$ cat config.mk
export PLATFORM = sky130hd
export DESIGN_NAME = unsigned_to_radix_digits
export DESIGN_NICKNAME = d
export VERILOG_FILES = /design/src/rtl/utrd_pkg.sv /design/src/rtl/utrd_check.sv /design/src/rtl/utrd_digits.sv /design/src/rtl/unsigned_to_radix_digits.sv
export SDC_FILE = /design/constraint.sdc
export NUM_CORES = 2
export LEC_CHECK = 0
export ABC_CLOCK_PERIOD_IN_PS = 28700
export BUFFER_PORTS_ARGS = -buffer_cell sky130_fd_sc_hd__buf_2
export CORE_ASPECT_RATIO = 0.5
export CORE_MARGIN = 2
export CORE_UTILIZATION = 55
export DETAILED_ROUTE_END_ITERATION = 6
export GPL_TIMING_DRIVEN = 0
export PLACE_DENSITY = 0.72
export SETUP_SLACK_MARGIN = 0.02
export SLEW_MARGIN = 20
export SYNTH_ARGS = -nofsm -noshare
export SYNTH_HDL_FRONTEND = slang
export SYNTH_HIERARCHICAL = 1
export SYNTH_SLANG_ARGS = --single-unit
$ cat constraint.sdc
create_clock -name clock -period 28.7 [get_ports clock]
set_clock_uncertainty 0.15 [all_clocks]
set_input_delay 5.74 -clock clock [delete_from_list [all_inputs] [get_ports clock]]
set_output_delay 5.74 -clock clock [all_outputs]
set_load 0.01 [all_outputs]
$ cat src/rtl/utrd_pkg.sv
package utrd_pkg;

   // Sizing of the converter
   localparam int MAX_RADIX    = 16;
   localparam int VALUE_BITS   = 64;
   localparam int MAX_DIGITS   = 64;
   localparam int SYMBOL_SLOTS = 16;
   localparam int RADIX_LIMIT  = (MAX_RADIX < SYMBOL_SLOTS) ? MAX_RADIX : SYMBOL_SLOTS;

   // Fixed field widths
   localparam int FIELD_BITS   = 64;
   localparam int CHAR_BITS    = 8;
   localparam int LEN_BITS     = 5;
   localparam int DIGIT_BITS   = 4;
   localparam int SYM_IDX_BITS = 4;
   localparam int CSR_IDX_BITS = 2;

   // One counter serves both the bit sweep (0..VALUE_BITS) and the digit sweep
   localparam int CNT_MAX  = (VALUE_BITS > MAX_DIGITS) ? VALUE_BITS : MAX_DIGITS;
   localparam int CNT_BITS = $clog2(CNT_MAX + 1);

   // Symbols that may not stand in an alphabet
   localparam logic [CHAR_BITS-1:0] CHAR_PLUS  = 8'h2B;
   localparam logic [CHAR_BITS-1:0] CHAR_MINUS = 8'h2D;
   localparam logic [CHAR_BITS-1:0] CHAR_SPACE = 8'h20;
   localparam logic [CHAR_BITS-1:0] CHAR_LF    = 8'h0A;
   localparam logic [CHAR_BITS-1:0] CHAR_FF    = 8'h0C;
   localparam logic [CHAR_BITS-1:0] CHAR_CR    = 8'h0D;
   localparam logic [CHAR_BITS-1:0] CHAR_TAB   = 8'h09;
   localparam logic [CHAR_BITS-1:0] CHAR_VT    = 8'h0B;
   localparam logic [CHAR_BITS-1:0] CHAR_NUL   = 8'h00;

   localparam int MIN_RADIX = 2;

   typedef enum logic [1:0] {
      ST_IDLE,
      ST_CONVERT,
      ST_ERROR,
      ST_EMIT
   } state_type;

   typedef enum logic [CSR_IDX_BITS-1:0] {
      CSR_RADIX_LENGTH  = 2'd0,
      CSR_ALPHABET_LOW  = 2'd1,
      CSR_ALPHABET_HIGH = 2'd2
   } csr_index_type;

   typedef struct packed {
      logic clear;
      logic convert;
      logic shift;
   } digit_ctrl_type;

   typedef struct packed {
      logic done;
      logic error;
   } check_status_type;

   function automatic logic [CHAR_BITS-1:0] symbol_at(
      input logic [FIELD_BITS-1:0]   alpha_low,
      input logic [FIELD_BITS-1:0]   alpha_high,
      input logic [SYM_IDX_BITS-1:0] idx
   );
      logic [FIELD_BITS-1:0] word;
      word = idx[SYM_IDX_BITS-1] ? alpha_high : alpha_low;
      return word[idx[SYM_IDX_BITS-2:0]*CHAR_BITS +: CHAR_BITS];
   endfunction

   function automatic logic forbidden_symbol(input logic [CHAR_BITS-1:0] c);
      return (c == CHAR_PLUS) || (c == CHAR_MINUS) || (c == CHAR_SPACE)
          || (c == CHAR_LF) || (c == CHAR_FF) || (c == CHAR_CR)
          || (c == CHAR_TAB) || (c == CHAR_VT) || (c == CHAR_NUL);
   endfunction

endpackage

$ cat src/rtl/utrd_check.sv
module utrd_check (
   input  logic                                clock,
   input  logic                                reset,
   input  logic                                start,
   input  logic [utrd_pkg::LEN_BITS-1:0]       radix_length,
   input  logic [utrd_pkg::FIELD_BITS-1:0]     alphabet_low,
   input  logic [utrd_pkg::FIELD_BITS-1:0]     alphabet_high,
   output utrd_pkg::check_status_type          status
);

   logic                                running_ff, running_in;
   logic                                error_ff, error_in;
   logic [utrd_pkg::SYM_IDX_BITS-1:0]   idx_ff, idx_in;
   logic [utrd_pkg::CHAR_BITS-1:0]      sym;
   logic                                dup;
   logic                                in_use;

   // Compare the current symbol against every earlier slot
   always_comb begin
      sym = utrd_pkg::symbol_at(alphabet_low, alphabet_high, idx_ff);
      dup = 1'b0;
      for (int j = 0; j < utrd_pkg::SYMBOL_SLOTS; j++) begin
         if ((utrd_pkg::SYM_IDX_BITS'(j) < idx_ff) &&
             (utrd_pkg::symbol_at(alphabet_low, alphabet_high,
                                  utrd_pkg::SYM_IDX_BITS'(j)) == sym)) begin
            dup = 1'b1;
         end
      end
      in_use = ({1'b0, idx_ff} < radix_length);
   end

   always_comb begin
      running_in = running_ff;
      error_in   = error_ff;
      idx_in     = idx_ff;
      if (start) begin
         running_in = 1'b1;
         idx_in     = '0;
         error_in   = (radix_length < utrd_pkg::LEN_BITS'(utrd_pkg::MIN_RADIX))
                   || (radix_length > utrd_pkg::LEN_BITS'(utrd_pkg::RADIX_LIMIT));
      end else if (running_ff) begin
         if (in_use && (utrd_pkg::forbidden_symbol(sym) || dup)) begin
            error_in = 1'b1;
         end
         idx_in = idx_ff + 1'b1;
         if (idx_ff == utrd_pkg::SYM_IDX_BITS'(utrd_pkg::SYMBOL_SLOTS - 1)) begin
            running_in = 1'b0;
         end
      end
   end

   always_ff @(posedge clock) begin
      if (reset) begin
         running_ff <= 1'b0;
         error_ff   <= 1'b0;
         idx_ff     <= '0;
      end else begin
         running_ff <= running_in;
         error_ff   <= error_in;
         idx_ff     <= idx_in;
      end
   end

   assign status.done  = !running_ff;
   assign status.error = error_ff;

endmodule

$ cat src/rtl/utrd_digits.sv
module utrd_digits (
   input  logic                                clock,
   input  utrd_pkg::digit_ctrl_type            ctrl,
   input  logic                                bit_in,
   input  logic [utrd_pkg::LEN_BITS-1:0]       radix_length,
   output logic [utrd_pkg::DIGIT_BITS-1:0]     top_digit
);

   localparam int N = utrd_pkg::MAX_DIGITS;
   localparam int W = utrd_pkg::DIGIT_BITS;

   logic [W-1:0] cell_ff [N];
   logic [W-1:0] cell_in [N];
   logic [W-1:0] conv    [N];
   logic [N-1:0] gen, prop, carry;
   logic [N:0]   sum;
   logic [W:0]   twice;
   logic [W:0]   wide;
   logic         carry_out;

   // Doubling each digit and adding the incoming bit: a cell carries on its
   // own when 2d >= base, and passes the incoming carry on when 2d == base-1.
   // Resolve the whole carry row with one add.
   always_comb begin
      for (int i = 0; i < N; i++) begin
         twice   = {cell_ff[i], 1'b0};
         gen[i]  = (twice >= radix_length);
         prop[i] = (twice == (radix_length - 1'b1));
      end
      sum   = {1'b0, gen | prop} + {1'b0, gen} + {{N{1'b0}}, bit_in};
      carry = sum[N-1:0] ^ (gen | prop) ^ gen;
      for (int i = 0; i < N; i++) begin
         wide      = {cell_ff[i], carry[i]};
         carry_out = gen[i] | (prop[i] & carry[i]);
         conv[i]   = carry_out ? W'(wide - radix_length) : wide[W-1:0];
      end
   end

   always_comb begin
      for (int i = 0; i < N; i++) begin
         if (ctrl.clear) begin
            cell_in[i] = '0;
         end else if (ctrl.convert) begin
            cell_in[i] = conv[i];
         end else if (ctrl.shift) begin
            cell_in[i] = (i == 0) ? '0 : cell_ff[(i == 0) ? 0 : i - 1];
         end else begin
            cell_in[i] = cell_ff[i];
         end
      end
   end

   always_ff @(posedge clock) begin
      for (int i = 0; i < N; i++) begin
         cell_ff[i] <= cell_in[i];
      end
   end

   assign top_digit = cell_ff[N-1];

endmodule

$ cat src/rtl/unsigned_to_radix_digits.sv
// An accepted value keeps the block busy through the bit sweep and then the digit sweep;
// each digit leaves through the output register in the cycle after its sweep step.
// An invalid alphabet still runs the bit sweep and ends with one error result.
// A value is accepted only while idle, so a new one waits until the last is finished.
// Reset clears control state and the configuration registers to zero.
// Results are one-cycle strobes; the receiver cannot stall them.
module unsigned_to_radix_digits (
   input  logic                                 clock,
   input  logic                                 reset,
   // input transaction
   input  logic                                 start,
   output logic                                 busy,
   input  logic [utrd_pkg::FIELD_BITS-1:0]      req_value,
   // result transactions
   output logic                                 rsp_strobe,
   output logic [utrd_pkg::CHAR_BITS-1:0]       rsp_digit_char,
   output logic                                 rsp_last_digit,
   output logic                                 rsp_alphabet_error,
   // configuration writes
   input  logic                                 csr_write_enable,
   input  logic [utrd_pkg::CSR_IDX_BITS-1:0]    csr_index,
   input  logic [utrd_pkg::FIELD_BITS-1:0]      csr_write_data
);

   // State and configuration
   utrd_pkg::state_type                  state_ff, state_in;
   logic [utrd_pkg::LEN_BITS-1:0]        radix_length_ff, radix_length_in;
   logic [utrd_pkg::FIELD_BITS-1:0]      alphabet_low_ff, alphabet_low_in;
   logic [utrd_pkg::FIELD_BITS-1:0]      alphabet_high_ff, alphabet_high_in;

   // Datapath
   logic [utrd_pkg::VALUE_BITS-1:0]      value_ff, value_in;
   logic [utrd_pkg::CNT_BITS-1:0]        count_ff, count_in;
   logic                                 seen_ff, seen_in;

   // Output register
   logic                                 rsp_strobe_ff, rsp_strobe_in;
   logic [utrd_pkg::CHAR_BITS-1:0]       rsp_char_ff, rsp_char_in;
   logic                                 rsp_last_ff, rsp_last_in;
   logic                                 rsp_error_ff, rsp_error_in;

   logic                                 accept;
   logic                                 bits_done;
   logic                                 emit;
   logic [utrd_pkg::DIGIT_BITS-1:0]      top_digit;
   utrd_pkg::digit_ctrl_type             digit_ctrl;
   utrd_pkg::check_status_type           check_status;

   assign busy      = (state_ff != utrd_pkg::ST_IDLE);
   assign accept    = start && !busy;
   assign bits_done = (count_ff == utrd_pkg::CNT_BITS'(utrd_pkg::VALUE_BITS));

   // Alphabet check runs alongside the bit sweep, one symbol per cycle
   utrd_check u_check (
      .clock         (clock),
      .reset         (reset),
      .start         (accept),
      .radix_length  (radix_length_ff),
      .alphabet_low  (alphabet_low_ff),
      .alphabet_high (alphabet_high_ff),
      .status        (check_status)
   );

   // Digit cells: bits enter most significant first, digits leave from the top
   utrd_digits u_digits (
      .clock        (clock),
      .ctrl         (digit_ctrl),
      .bit_in       (value_ff[utrd_pkg::VALUE_BITS-1]),
      .radix_length (radix_length_ff),
      .top_digit    (top_digit)
   );

   // Configuration decode; an index beyond the list writes nothing
   always_comb begin
      radix_length_in  = radix_length_ff;
      alphabet_low_in  = alphabet_low_ff;
      alphabet_high_in = alphabet_high_ff;
      if (csr_write_enable) begin
         unique case (csr_index)
            utrd_pkg::CSR_RADIX_LENGTH:  radix_length_in  = csr_write_data[utrd_pkg::LEN_BITS-1:0];
            utrd_pkg::CSR_ALPHABET_LOW:  alphabet_low_in  = csr_write_data;
            utrd_pkg::CSR_ALPHABET_HIGH: alphabet_high_in = csr_write_data;
            default: ;
         endcase
      end
   end

   // Next state
   always_comb begin
      state_in = state_ff;
      unique case (state_ff)
         utrd_pkg::ST_IDLE: begin
            if (accept) begin
               state_in = utrd_pkg::ST_CONVERT;
            end
         end
         utrd_pkg::ST_CONVERT: begin
            // wait for both the bit sweep and the alphabet check
            if (bits_done && check_status.done) begin
               state_in = check_status.error ? utrd_pkg::ST_ERROR : utrd_pkg::ST_EMIT;
            end
         end
         utrd_pkg::ST_ERROR: begin
            state_in = utrd_pkg::ST_IDLE;
         end
         utrd_pkg::ST_EMIT: begin
            if (count_ff == '0) begin
               state_in = utrd_pkg::ST_IDLE;
            end
         end
         default: state_in = utrd_pkg::ST_IDLE;
      endcase
   end

   // Outputs and datapath control
   always_comb begin
      digit_ctrl    = '0;
      value_in      = value_ff;
      count_in      = count_ff;
      seen_in       = seen_ff;
      emit          = 1'b0;
      rsp_strobe_in = 1'b0;
      rsp_char_in   = '0;
      rsp_last_in   = 1'b0;
      rsp_error_in  = 1'b0;
      unique case (state_ff)
         utrd_pkg::ST_IDLE: begin
            if (accept) begin
               // load the value, clear the cells and the leading-zero flag
               digit_ctrl.clear = 1'b1;
               value_in         = req_value[utrd_pkg::VALUE_BITS-1:0];
               count_in         = '0;
               seen_in          = 1'b0;
            end
         end
         utrd_pkg::ST_CONVERT: begin
            if (!bits_done) begin
               digit_ctrl.convert = 1'b1;
               value_in           = value_ff << 1;
               count_in           = count_ff + 1'b1;
            end else if (check_status.done) begin
               count_in = utrd_pkg::CNT_BITS'(utrd_pkg::MAX_DIGITS - 1);
            end
         end
         utrd_pkg::ST_ERROR: begin
            rsp_strobe_in = 1'b1;
            rsp_last_in   = 1'b1;
            rsp_error_in  = 1'b1;
         end
         utrd_pkg::ST_EMIT: begin
            // drop leading zeros; the bottom digit always goes out
            emit             = seen_ff || (top_digit != '0) || (count_ff == '0);
            digit_ctrl.shift = 1'b1;
            count_in         = count_ff - 1'b1;
            seen_in          = seen_ff || emit;
            rsp_strobe_in    = emit;
            rsp_char_in      = utrd_pkg::symbol_at(alphabet_low_ff, alphabet_high_ff, top_digit);
            rsp_last_in      = (count_ff == '0);
         end
         default: ;
      endcase
   end

   always_ff @(posedge clock) begin
      if (reset) begin
         state_ff         <= utrd_pkg::ST_IDLE;
         radix_length_ff  <= '0;
         alphabet_low_ff  <= '0;
         alphabet_high_ff <= '0;
         rsp_strobe_ff    <= 1'b0;
         count_ff         <= '0;
         seen_ff          <= 1'b0;
      end else begin
         state_ff         <= state_in;
         radix_length_ff  <= radix_length_in;
         alphabet_low_ff  <= alphabet_low_in;
         alphabet_high_ff <= alphabet_high_in;
         rsp_strobe_ff    <= rsp_strobe_in;
         count_ff         <= count_in;
         seen_ff          <= seen_in;
      end
   end

   // Payload registers hold without reset
   always_ff @(posedge clock) begin
      value_ff     <= value_in;
      rsp_char_ff  <= rsp_char_in;
      rsp_last_ff  <= rsp_last_in;
      rsp_error_ff <= rsp_error_in;
   end

   assign rsp_strobe         = rsp_strobe_ff;
   assign rsp_digit_char     = rsp_char_ff;
   assign rsp_last_digit     = rsp_last_ff;
   assign rsp_alphabet_error = rsp_error_ff;

endmodule

# == Yosys cells after proc, flatten, opt, wreduce, memory -nomap -nowiden ==
# Memories as Yosys holds them, arrays and structs flattened.
# Index checks and enable logic that the tools add are counted.
# word_totals
reg_bits,224
mem_count,1
output_inout_bits,12
ramBits,256
in_bits,134
# op_classes
n_eq_ne,100
muxes,302
add_sub_neg,70
shifts,2
reduce_logical,54
order_cmp,83
bitwise_logic,131
# memory_table
name,words,width,read_ports,rd_ports_with_merged_regs,write_ports,line_no,source
u_digits.cell_ff,64,4,64,0,64,utrd_digits.sv:12,logic [W-1:0] cell_ff [N];
# op_table
operator,count
4-bit two-way mux,256
5-bit == test,64
5-bit >= comparator,64
64-bit two-way mux,4
4-bit subtractor,64
8-bit == test,16
64-bit case mux with 2 select lines,1
64-bit by 7-bit variable part select with 8-bit output,2
64-bit XOR,2
64-bit by 1-bit adder with 64-bit output,1
64-bit adder,1
1-bit bitwise AND,64
1-bit OR,64
64-bit OR,1
"8-bit by 4-bit == test with 1-bit output, second input constant",5
"4-bit less-than comparator, first input constant",8
1-bit two-way mux,30
"8-bit by 6-bit == test with 1-bit output, second input constant",3
7-bit two-way mux,3
7-bit case mux with 3 select lines,1
1-bit logical AND,19
"3-bit by 4-bit less-than comparator with 1-bit output, first input constant",4
1-bit logical OR,13
2-bit AND reduction,5
other kinds (27),47

# == Logic depth before layout (Yosys ltp) ==
# depth
depth_word,25
mapped_depth,33

# == Hierarchy ==
# The synthesis kept the hierarchy.
# modules_own_cells
module,instances,cells_per_inst,area_each_um2
utrd_digits,1,3808,31442.7
unsigned_to_radix_digits,1,1084,9449.1
utrd_check,1,487,4297.9

# == Worst setup path before layout ==
# OpenSTA, ideal clock, no wires.
# synth_path
kind,reg2reg
from,register radix_length_ff[1] in the netlist's numbering
to,memory u_digits/cell_ff[1][114] in the netlist's numbering
required_ps,28464
n_path_buf,5
arrival_ps,10078
period_less_slack_ps,10313
setup_slack_ps,18387
path_stages_with_launch,31
path_cell_list,dfxtp_1 > clkbuf_1 > clkbuf_1 > inv_1 > ha_1 > buf_2 > buf_2 > buf_2 > xor2_1 > nand4_1 > nor3b_1 > nor3_1 > inv_1 > ha_1 > o2111a_1 > o211ai_1 > a21oi_1 > o2111ai_1 > a211oi_1 > o211ai_1 > a211oi_1 > or2_2 > a21oi_1 > nor2_1 > nor2_1 > ha_1 > inv_1 > fa_1 > xor2_1 > mux2i_1 > a211oi_1
# synth_lines
element,line_no,source
start: declaration,unsigned_to_radix_digits.sv:27,"logic [utrd_pkg::LEN_BITS-1:0] radix_length_ff, radix_length_in;"
start signal: assignment,unsigned_to_radix_digits.sv:175,radix_length_ff <= radix_length_in;
end: declaration,utrd_digits.sv:12,

==> key figures <==
Timing
  • Final Cycle Share: 43.4%
  • Rel. slew slack: 13.8%
  • Worst-margin pin slew: 1290 ps
  • Setup_tns: 0 ps
  • Min cycle time layout: 12,460 ps
  • RSZ-0062 raised after global routing: false
  • Setup violators final: 0
  • Max-slew violation count: 0
  • Fin Hold WS: 332 ps
  • Max frequency: 80.3 MHz
  • Final Hold Vio Count: 0

Critical path
  • WP data required: 29,100 ps
  • Critical Path AT: 12,860 ps
  • Startpoint Class: flip-flop
  • Reg2Reg Depth: 34
  • Crit Path Class: flip-flop to flip-flop
  • Flop2flop setup slack: 16,240 ps
  • Crit path top cell by count: buf_2
  • Worst path slowest cell: o2111ai_1
  • Max incr delay on CP: 770 ps
  • Crit Path Max Fanout: 28
  • Crit end category: flip-flop

Clock tree
  • Max clock buf depth: 3
  • Htree depth: 2
  • Post-CTS Hold Buffers: 0
  • CTS tree: built
  • Clk slew on worst S/H paths: 70 ps
  • CTS sink cnt: 480
  • Postcts setup bufs: 0
  • Post_cts resized: 0
  • CTS Root Buffer Type: clkbuf_16
  • Total clock buffers created by CTS: 49
  • Skew-Pair Late Insertion Delay: 660 ps

Die
  • Die Ht: 207 um
  • Initial Util: 55.5%
  • Row cnt: 74
  • Die area: 0.0846 mm^2
  • Core Box Area: 0.0815 mm^2
  • Die Width: 409 um
  • # IOs: 146

Drt
  • Vias/cell: 6.70
  • Final WL: 181 mm
  • Via count: 45,200
  • DRC: 3
  • Drt wl/cell: 26.9 um
  • First drt pass iteration count: 7
  • First-iteration detailed-routing DRC count: 5,442
  • DRT antenna net count: 0

Worst hold path
  • Hold path depth: 2
  • Worst Hold Class: flip-flop to flip-flop

Pwr
  • Worst VDD drop: 0.0522 mV
  • Pleak: 0.0199 uW
  • PD cells: 85.6 mW/mm^2

Synth
  • Cells after Synth: 5,379
  • Yosys top cell by area: dfxtp_1
  • Post-synth EDFFs: 64
  • #FFs+latches synth: 480
  • Area share of the largest cell type after synthesis: 18.4%
  • Async SR Flop Fraction: 0%
  • Mapped Nets: 5,907
  • Mean post-synth cell area: 8.40 um^2
  • Syn Std Cell Area: 0.0452 mm^2
  • Most numerous cell in the Yosys netlist: nand2_1
  • Unique masters post-synth: 125
  • Synth top area cells: dfxtp_1 18%, ha_1 9.1%, nand2_1 6.0%
  • Predominant post-synthesis flop cell: dfxtp_1
  • Synth warn: 6
  • Post-synthesis sequential area ratio: 22.7%
  • Synth cell count leaders: 727 x nand2_1, 427 x a21oi_1, 416 x dfxtp_1

Cells and area
  • Multi-input logic area: 0.0326 mm^2
  • Filler instances: 7,294
  • Register area: 0.0103 mm^2
  • Share of layout cells above drive strength 1: 9.79%
  • Area Growth Syn to Fin: 9.23%
  • Layout Nets: 6,116

Global route
  • Largest net degree at the start of global routing: 51
  • Initial antenna violation count: 6
  • Vias in the first global route: 42,900
  • Gr usage total: 41.5%
  • Grt ovf: 0
  • First-pass GRT wire length: 267 mm

Place
  • Routability cong.: 1.06
  • Dpl hpwl: 130 mm
  • # port buffers: 145

Outcome
  • Status: finished with violations
  • Violated checks: design-rule violations

Run
  • # Max-Cap Violations: 0
==> power breakdown <==
group	total (uW)	leakage, uW	switching (uW)	internal (uW)
Sequential	1100	0.00407	255	842
Combinational	2430	0.0150	1390	1040
Clock	700	0.000829	327	373
==> layout make-up <==
cell class | count | area share (%)
diodes | 7 | 0.0355
plain buffers | 304 | 3.04
clock buffers | 60 | 2.71
clock inverters | 31 | 0.674
inverters | 249 | 1.93
multi-input cells | 4346 | 66.0
flip-flops and latches | 480 | 20.8
well taps | 1102 | 2.79
repair buffers | 158 | 2.06
==> critical path: cells and delay by family, from the launching register on <==
family | cells | cell delay (ps)
buffers and inverters | 12 | 5080
muxes | 1 | 90
xor gates and xnor gates | 2 | 260
adders and majority gates | 4 | 1210
DFF | 1 | 640
and+or+nand+nor | 6 | 1270
AOI/OAI and AO/OA | 9 | 3540
==> stage by stage <==
step | util, % | cell area [um^2] | total power (uW) | std cells | setup slack, ps
after floorplan | - | 45200 | 2830 | 5379 | 18390
after global placement | 58.0 | 47300 | 3360 | 6626 | 11880
after detailed placement | 58.5 | 47600 | 3440 | 6638 | 16910
after CTS | 60.5 | 49300 | 4140 | 6729 | 16900
after global routing | 60.6 | 49300 | 4500 | 6730 | 16260
final | 60.6 | 49400 | 4230 | 6737 | 16240
==> state kept, by name, indices dropped and copies added (netlist names), 2 cells and up <==
register / count
alphabet_high_ff: 64
alphabet_low_ff: 64
count_ff: 7
radix_length_ff: 5
rsp_digit_char: 8
state_ff: 2
u_check/idx_ff: 4
u_digits/cell_ff: 256
value_ff: 64
==> per-layer routing <==
metal | part of all wire [%] | track usage (%)
met4 | 6.3 | 22.0
met3 | 12 | 9.58
met1 | 39 | 53.1
met5 | 0.018 | 0
met2 | 43 | 65.5
==> cell usage in the layout, fill, tap and decap left out, types with 29 or more instances in the layout <==
master and instances:
nand2_1 727, nand2b_1 43, nand3_1 86, xnor2_1 216, nor3_1 72, o211ai_1 29
nor2b_1 183, nand4_1 34, edfxtp_1 64, fa_1 64, mux2i_1 229, nor2_1 230
a21oi_1 427, buf_2 190, nor4_1 31, xnor3_1 51, inv_1 238, o21ai_0 257
ha_1 330, mux4_2 40, clkbuf_1 185, a211oi_1 323, xor2_1 246, a21o_1 111
dfxtp_1 414, o21a_1 55, clkbuf_16 49, o211a_1 57
==> worst paths after layout <==
| kind | end | start |
|---|---|---|
| max | u_digits/cell_ff[1][114] | radix_length_ff[0] |
| min | alphabet_high_ff[61] | alphabet_high_ff[61] |
| max reg2reg | u_digits/cell_ff[1][114] | radix_length_ff[0] |
| min reg2reg | alphabet_high_ff[61] | alphabet_high_ff[61] |
==> kinds of logic (layout without fill, tap and decap cells) <==
kind of cell / Yosys count / after routing / synth area share (%)
other cells: 0 / 7 / 0
buf+inv: 553 / 802 / 5.34
fa+ha+maj: 394 / 394 / 12.0
mux: 312 / 312 / 8.53
flops: 480 / 480 / 22.7
simple gates: 1577 / 1577 / 16.7
compound gates: 1548 / 1548 / 23.2
xor+xnor: 515 / 515 / 11.6
(Power assumes the default switching activity.)
